### config.mk
export PLATFORM = sky130hd
export DESIGN_NAME = sorted_priority_queue
export DESIGN_NICKNAME = d
export VERILOG_FILES = /design/src/design/spq_pkg.sv /design/src/design/sorted_priority_queue.sv /design/src/design/spq_cell.sv
export SDC_FILE = /design/constraint.sdc
export NUM_CORES = 1
export LEC_CHECK = 0
export ABC_AREA = 1
export BUFFER_PORTS_ARGS = -buffer_cell sky130_fd_sc_hd__buf_4
export CAP_MARGIN = 15
export CORE_UTILIZATION = 30
export DETAILED_ROUTE_END_ITERATION = 10
export MAX_ROUTING_LAYER = met4
export SYNTH_ARGS = -nofsm -noshare
export SYNTH_HDL_FRONTEND = slang
export SYNTH_SLANG_ARGS = --single-unit
### constraint.sdc
create_clock -name clk -period 9.1 [get_ports clk]
set_input_delay 1.82 -clock clk [delete_from_list [all_inputs] [get_ports clk]]
set_output_delay 1.82 -clock clk [all_outputs]
set_load 0.02 [all_outputs]
### src/design/spq_pkg.sv
// shared types and constants for the sorted priority queue
`timescale 1ns / 1ps

package spq_pkg;

  localparam int SPQ_DEPTH = 16;
  localparam int DATA_W    = 8;
  localparam int PRIO_W    = 8;
  localparam int STATUS_W  = 2;
  localparam int OCC_W     = 5;

  // command codes
  localparam logic CMD_INSERT = 1'b0;
  localparam logic CMD_REMOVE = 1'b1;

  // result status codes
  localparam logic [STATUS_W-1:0] ST_OK    = 2'd0;
  localparam logic [STATUS_W-1:0] ST_FULL  = 2'd1;
  localparam logic [STATUS_W-1:0] ST_EMPTY = 2'd2;

  // operation broadcast to every cell of the chain
  typedef struct packed {
    logic              insert;
    logic              remove;
    logic [DATA_W-1:0] data;
    logic [PRIO_W-1:0] prio;
  } spq_cmd_t;

endpackage

### src/design/sorted_priority_queue.sv
// sorted priority queue top level: chain of compare-and-shift cells
`timescale 1ns / 1ps
//
// usage
//   input word: in_command, in_item_data, in_item_priority, taken at a rising
//   edge where start is high and busy is low; busy stays low, so a word can be
//   issued in every cycle
//   in_command = insert places the entry behind all entries of lower or equal
//   priority value; remove pops the entry with the smallest priority value
//   result word: out_removed_data, out_removed_valid, out_status and
//   out_occupancy are shown for exactly one cycle with out_valid high, in the
//   cycle right after the command was taken
//   throughput: one command per cycle; every cell compares its priority with
//   the new one and shifts left or right in the same edge, so the chain
//   length does not set the rate
//   out_status: ok, full (insert dropped) or empty (remove with nothing held)
//   reset (rst_n low, synchronous) empties the queue; the slot contents are
//   left as they are and are never read before being written
//   the receiver cannot stall; a result not taken in its cycle is gone
//
module sorted_priority_queue #(
  parameter int QUEUE_DEPTH = spq_pkg::SPQ_DEPTH
) (
  input  logic                          clk,
  input  logic                          rst_n,
  input  logic                          start,
  output logic                          busy,
  input  logic                          in_command,
  input  logic [spq_pkg::DATA_W-1:0]    in_item_data,
  input  logic [spq_pkg::PRIO_W-1:0]    in_item_priority,
  output logic                          out_valid,
  output logic [spq_pkg::DATA_W-1:0]    out_removed_data,
  output logic                          out_removed_valid,
  output logic [spq_pkg::STATUS_W-1:0]  out_status,
  output logic [spq_pkg::OCC_W-1:0]     out_occupancy
);
  import spq_pkg::*;

  localparam int CNT_W = $clog2(QUEUE_DEPTH + 1);

  logic                accept;
  logic                is_full;
  logic                is_empty;
  spq_cmd_t            cmd;

  // entry count, the only control state of the store
  logic [CNT_W-1:0]    count_r, count_nxt;

  // registered result word
  logic                out_valid_r;
  logic [DATA_W-1:0]   rdata_r, rdata_nxt;
  logic                rvalid_r, rvalid_nxt;
  logic [STATUS_W-1:0] status_r, status_nxt;
  logic [OCC_W-1:0]    occ_out_r, occ_out_nxt;
  logic [OCC_W+CNT_W-1:0] count_ext;

  // cell taps
  logic                c_gt   [QUEUE_DEPTH];
  logic [DATA_W-1:0]   c_data [QUEUE_DEPTH];
  logic [PRIO_W-1:0]   c_prio [QUEUE_DEPTH];
  logic                c_occ  [QUEUE_DEPTH];

  // a new command is taken every cycle
  assign busy   = 1'b0;
  assign accept = start && !busy;

  assign is_full  = (count_r == CNT_W'(QUEUE_DEPTH));
  assign is_empty = (count_r == '0);

  // broadcast operation; dropped inserts and empty removes leave the chain alone
  always_comb begin
    cmd.insert = accept && (in_command == CMD_INSERT) && !is_full;
    cmd.remove = accept && (in_command == CMD_REMOVE) && !is_empty;
    cmd.data   = in_item_data;
    cmd.prio   = in_item_priority;
  end

  // the chain: slot 0 holds the head entry
  for (genvar i = 0; i < QUEUE_DEPTH; i++) begin : g_cell
    logic              l_gt;
    logic [DATA_W-1:0] l_data;
    logic [PRIO_W-1:0] l_prio;
    logic [DATA_W-1:0] r_data;
    logic [PRIO_W-1:0] r_prio;

    assign c_occ[i] = (count_r > CNT_W'(i));

    if (i == 0) begin : g_head
      assign l_gt   = 1'b0;
      assign l_data = '0;
      assign l_prio = '0;
    end else begin : g_body
      assign l_gt   = c_gt[i-1];
      assign l_data = c_data[i-1];
      assign l_prio = c_prio[i-1];
    end

    if (i == QUEUE_DEPTH - 1) begin : g_tail
      // the last slot is past the count after a remove, contents do not matter
      assign r_data = c_data[i];
      assign r_prio = c_prio[i];
    end else begin : g_inner
      assign r_data = c_data[i+1];
      assign r_prio = c_prio[i+1];
    end

    spq_cell u_cell (
      .clk        (clk),
      .cmd        (cmd),
      .occ        (c_occ[i]),
      .left_gt    (l_gt),
      .left_data  (l_data),
      .left_prio  (l_prio),
      .right_data (r_data),
      .right_prio (r_prio),
      .gt         (c_gt[i]),
      .data       (c_data[i]),
      .prio       (c_prio[i])
    );
  end

  // count and result word
  always_comb begin
    count_nxt  = count_r;
    rdata_nxt  = '0;
    rvalid_nxt = 1'b0;
    status_nxt = ST_OK;
    if (in_command == CMD_INSERT) begin
      if (is_full) begin
        status_nxt = ST_FULL;
      end else begin
        count_nxt = count_r + CNT_W'(1);
      end
    end else begin
      if (is_empty) begin
        status_nxt = ST_EMPTY;
      end else begin
        rdata_nxt  = c_data[0];
        rvalid_nxt = 1'b1;
        count_nxt  = count_r - CNT_W'(1);
      end
    end
    // occupancy carries the low bits of the count
    count_ext   = {{OCC_W{1'b0}}, count_nxt};
    occ_out_nxt = count_ext[OCC_W-1:0];
  end

  always_ff @(posedge clk) begin
    if (!rst_n) begin
      count_r     <= '0;
      out_valid_r <= 1'b0;
    end else begin
      out_valid_r <= accept;
      if (accept) begin
        count_r <= count_nxt;
      end
    end
  end

  always_ff @(posedge clk) begin
    if (accept) begin
      rdata_r   <= rdata_nxt;
      rvalid_r  <= rvalid_nxt;
      status_r  <= status_nxt;
      occ_out_r <= occ_out_nxt;
    end
  end

  assign out_valid         = out_valid_r;
  assign out_removed_data  = rdata_r;
  assign out_removed_valid = rvalid_r;
  assign out_status        = status_r;
  assign out_occupancy     = occ_out_r;

`ifndef SYNTHESIS
  // every accepted word gives exactly one result in the next cycle
  a_one_result: assert property (@(posedge clk) disable iff (!rst_n)
    accept |=> out_valid)
    else $error("accepted word produced no result");

  // count never runs past the depth
  a_count_bound: assert property (@(posedge clk) disable iff (!rst_n)
    count_r <= CNT_W'(QUEUE_DEPTH))
    else $error("entry count beyond depth");

  // the two head slots stay in priority order
  a_head_sorted: assert property (@(posedge clk) disable iff (!rst_n)
    (count_r >= CNT_W'(2)) |-> (c_prio[0] <= c_prio[1]))
    else $error("head entries out of order");

  // a returned entry always comes with ok status
  a_removed_ok: assert property (@(posedge clk) disable iff (!rst_n)
    (out_valid && out_removed_valid) |-> (out_status == ST_OK))
    else $error("removed entry with bad status");
`endif

endmodule

### src/design/spq_cell.sv
// one slot of the sorted chain: holds an entry and shifts with its neighbors
`timescale 1ns / 1ps

module spq_cell (
  input  logic                      clk,
  input  spq_pkg::spq_cmd_t         cmd,
  input  logic                      occ,
  input  logic                      left_gt,
  input  logic [spq_pkg::DATA_W-1:0] left_data,
  input  logic [spq_pkg::PRIO_W-1:0] left_prio,
  input  logic [spq_pkg::DATA_W-1:0] right_data,
  input  logic [spq_pkg::PRIO_W-1:0] right_prio,
  output logic                      gt,
  output logic [spq_pkg::DATA_W-1:0] data,
  output logic [spq_pkg::PRIO_W-1:0] prio
);
  import spq_pkg::*;

  logic [DATA_W-1:0] data_r, data_nxt;
  logic [PRIO_W-1:0] prio_r, prio_nxt;

  // occupied and ranked after the incoming entry
  assign gt = occ && (prio_r > cmd.prio);

  always_comb begin
    data_nxt = data_r;
    prio_nxt = prio_r;
    if (cmd.insert && !(occ && !gt)) begin
      if (left_gt) begin
        data_nxt = left_data;
        prio_nxt = left_prio;
      end else begin
        data_nxt = cmd.data;
        prio_nxt = cmd.prio;
      end
    end else if (cmd.remove) begin
      data_nxt = right_data;
      prio_nxt = right_prio;
    end
  end

  always_ff @(posedge clk) begin
    data_r <= data_nxt;
    prio_r <= prio_nxt;
  end

  assign data = data_r;
  assign prio = prio_r;

endmodule
==> impl_metrics.env <==
export IMPL_status="complete, no violations"
export IMPL_gp_congestion=0.899
export IMPL_worstSkewPairLatency_ns=0.55
export IMPL_cts_htree_levels=2
export IMPL_seq_area_frac_synth_pct=43.7
export IMPL_whs_path_depth=2
export IMPL_worst_slack_ns=3.89
export IMPL_grt_max_degree=34
export IMPL_drv_slew=0
export IMPL_die_h_um=253
export IMPL_dieArea_um2=64200
export IMPL_cts_num_sinks=278
export IMPL_relSlewSlack_pct=29.6
export IMPL_synth_area_um2=19000
export IMPL_drtPass1Iterations=5
export IMPL_required_ns=9.21
export IMPL_track_usage_pct=20.0
export IMPL_cap_violations=0
export IMPL_grt_overflow_total=0
export IMPL_postRouteAntennaNets=0
export IMPL_worst_slew_pin_slew_ns=1.05
export IMPL_fillers=6561
export IMPL_drt_initial_drc_count=1617
export IMPL_hp_class="flop to flop"
export IMPL_final_hold_viol_count=0
export IMPL_post_place_ws_ns=3.41
export IMPL_path_class="input pin to flop"
export IMPL_cts_buffers=35
export IMPL_diodes=0
export IMPL_avgSynthCellArea_um2=7.67
export IMPL_async_flop_share_pct=0
export IMPL_routed_wl_mm=62.7
export IMPL_nets=2596
export IMPL_cts_resized_gates=0
export IMPL_post_cts_repair_setup_buffers=0
export IMPL_grt_pass1_wl_mm=94.2
export IMPL_fin_tns_setup_ns=0
export IMPL_antenna_found_initial=0
export IMPL_rsz0062_at_grt="false"
export IMPL_synth_edf_count=272
export IMPL_synth_area_leaders="edfxtp_1 43%, nand2_1 27%, ha_1 8.8%"
export IMPL_grt_pass1_vias=15817
export IMPL_skew_ns=0.0192
export IMPL_cts_root_buf="clkbuf_16"
export IMPL_drcViolationCount=0
export IMPL_reg2reg_depth=8
export IMPL_min_period_ns=5.21
export IMPL_cts_tree="done"
export IMPL_ctsHoldBuffers=0
export IMPL_synth_nets=2625
export IMPL_synth_top_cell_area_share_pct=43.1
export IMPL_vdd_drop_max_uv=105
export IMPL_timing_fmax_mhz=192
export IMPL_multi_input_area_um2=9690
export IMPL_cp_arrival_ns=5.32
export IMPL_synth_warnings=0
export IMPL_synth_largest_area_cell="edfxtp_1"
export IMPL_worstSetupEndpointType="flop"
export IMPL_crit_path_max_fanout=33
export IMPL_initial_core_util_pct=30.6
export IMPL_synth_ff_type="edfxtp_1"
export IMPL_fin_util_pct=33.7
export IMPL_drive_gt1_share_pct=6.20
export IMPL_clock_path_buffers=3
export IMPL_wl_per_cell_um=19.0
export IMPL_synth_seq_cells=278
export IMPL_seqCellArea_um2=8290
export IMPL_hpwl_mm=43.9
export IMPL_netlist_cell_type_count=33
export IMPL_vias_per_cell=5.09
export IMPL_pwr_density_cell_nw_per_um2=204
export IMPL_portBuffers=36
export IMPL_leakage_uw=0.0100
export IMPL_finalCritPeriodShare_pct=57.2
export IMPL_synthCells=2471
export IMPL_area_delta_synth_final_pct=10.4
export IMPL_cts_reportedPaths_clkPinSlew_ns=0.05
export IMPL_die_w_um=253
export IMPL_start_kind="input pin"
export IMPL_rows=91
export IMPL_setup_viol=0
export IMPL_core_um2=62100
export IMPL_vias=16803
export IMPL_pin_count=38
-- cells in the mapped netlist, types with 6 or more instances --
cell / number
nand2_1: 1364
edfxtp_1: 272
nand4_1: 239
ha_1: 134
inv_1: 106
nor2_1: 61
clkbuf_1: 60
a21oi_1: 40
o21ai_0: 38
buf_2: 35
buf_4: 19
a21o_1: 17
nand2_2: 14
nand3_1: 14
nand3_2: 10
a21oi_4: 9
dfxtp_1: 6
-- power by group --
part,leakage (µW),internal (µW),switching [µW],total (µW)
registers,0.00266,1660,176,1830
logic,0.00683,311,745,1060
clock network,0.000548,820,557,1380
-- kinds of logic (layout without fill, tap and decap cells) --
logic type | after synthesis | in the layout | synth area share (%)
compound gates | 119 | 119 | 4.30
xor+xnor | 5 | 5 | 0.231
fa+ha+maj | 134 | 134 | 8.84
buf+inv | 228 | 224 | 5.17
flops | 278 | 278 | 43.7
other cells | 1 | 1 | 0.0198
simple gates | 1706 | 1706 | 37.7
-- cell type report --
class | count | share of cell area, %
clock buffers | 41 | 4.50
clock inverters | 21 | 0.795
inverters | 112 | 2.02
multi-input cells | 1965 | 46.3
flip-flops and latches | 278 | 39.6
well taps | 837 | 5.00
repair buffers | 50 | 1.79
-- flip-flops by register name (all words and copies together) (netlist names) --
| register | cells |
|---|---|
| g_cell.u_cell.data | 128 |
| out_status | 2 |
| out_valid | 1 |
| out_occupancy | 5 |
| count_r | 5 |
| g_cell.u_cell.prio | 128 |
| out_removed_data | 8 |
| out_removed_valid | 1 |
-- layer usage --
metal / global-route usage (%) / up-vias / part of all wire, %
met5: - / - / 0
met4: 7.31 / 0 / 3.7
met3: 4.57 / 142 / 8.3
met2: 31.3 / 633 / 45
met1: 25.2 / 7805 / 43
li1: - / 8223 / -
-- through the flow --
step | cells | hold slack [ns] | area, µm² | total power, µW
after floorplan | 2471 | 0.494 | 19000 | 2540
after global placement | 3242 | 0.508 | 19800 | 2880
after detailed placement | 3242 | 0.514 | 19800 | 2890
after CTS | 3304 | 0.533 | 20900 | 4270
after global routing | 3304 | 0.555 | 20900 | 4480
final | 3304 | 0.533 | 20900 | 4260
-- critical path, stage by stage --
cell	delay, ns
buf_4	0.26
inv_1	0.41
ha_1	0.47
nand2_1	0.08
nor2_1	0.15
nand4_1	0.56
nand2_1	0.25
nand2_1	0.07
nand2_1	0.61
nand2_1	0.62
-- placed cells by master, fill, tap and decap left out, types with 2 or more instances in the layout --
cell,n
xnor2_1,2
inv_1,106
clkinv_1,11
clkbuf_1,4
a21oi_2,5
nor2_1,61
buf_4,50
clkinv_2,7
o21ai_4,3
nand3_1,14
nor2_4,2
edfxtp_1,272
bufinv_16,3
nand3_2,10
inv_2,5
o21ai_2,4
o21ai_0,38
nand2_2,14
ha_1,134
a21oi_1,40
a21oi_4,9
nand4_1,239
dfxtp_1,6
clkbuf_16,37
a21o_1,17
nand2_1,1364
xor2_1,3
-- final timing paths --
path / startpoint / to / slack [ns]
max: in_item_priority[7] / g_cell[0].u_cell.prio[2] / 3.89
min reg2reg: g_cell[15].u_cell.data[7] / g_cell[14].u_cell.data[7] / 0.53
min: g_cell[15].u_cell.data[7] / g_cell[14].u_cell.data[7] / 0.53
max reg2reg: count_r[4] / g_cell[14].u_cell.data[0] / 4.83
Note: power is estimated with default switching activity, not from simulation.
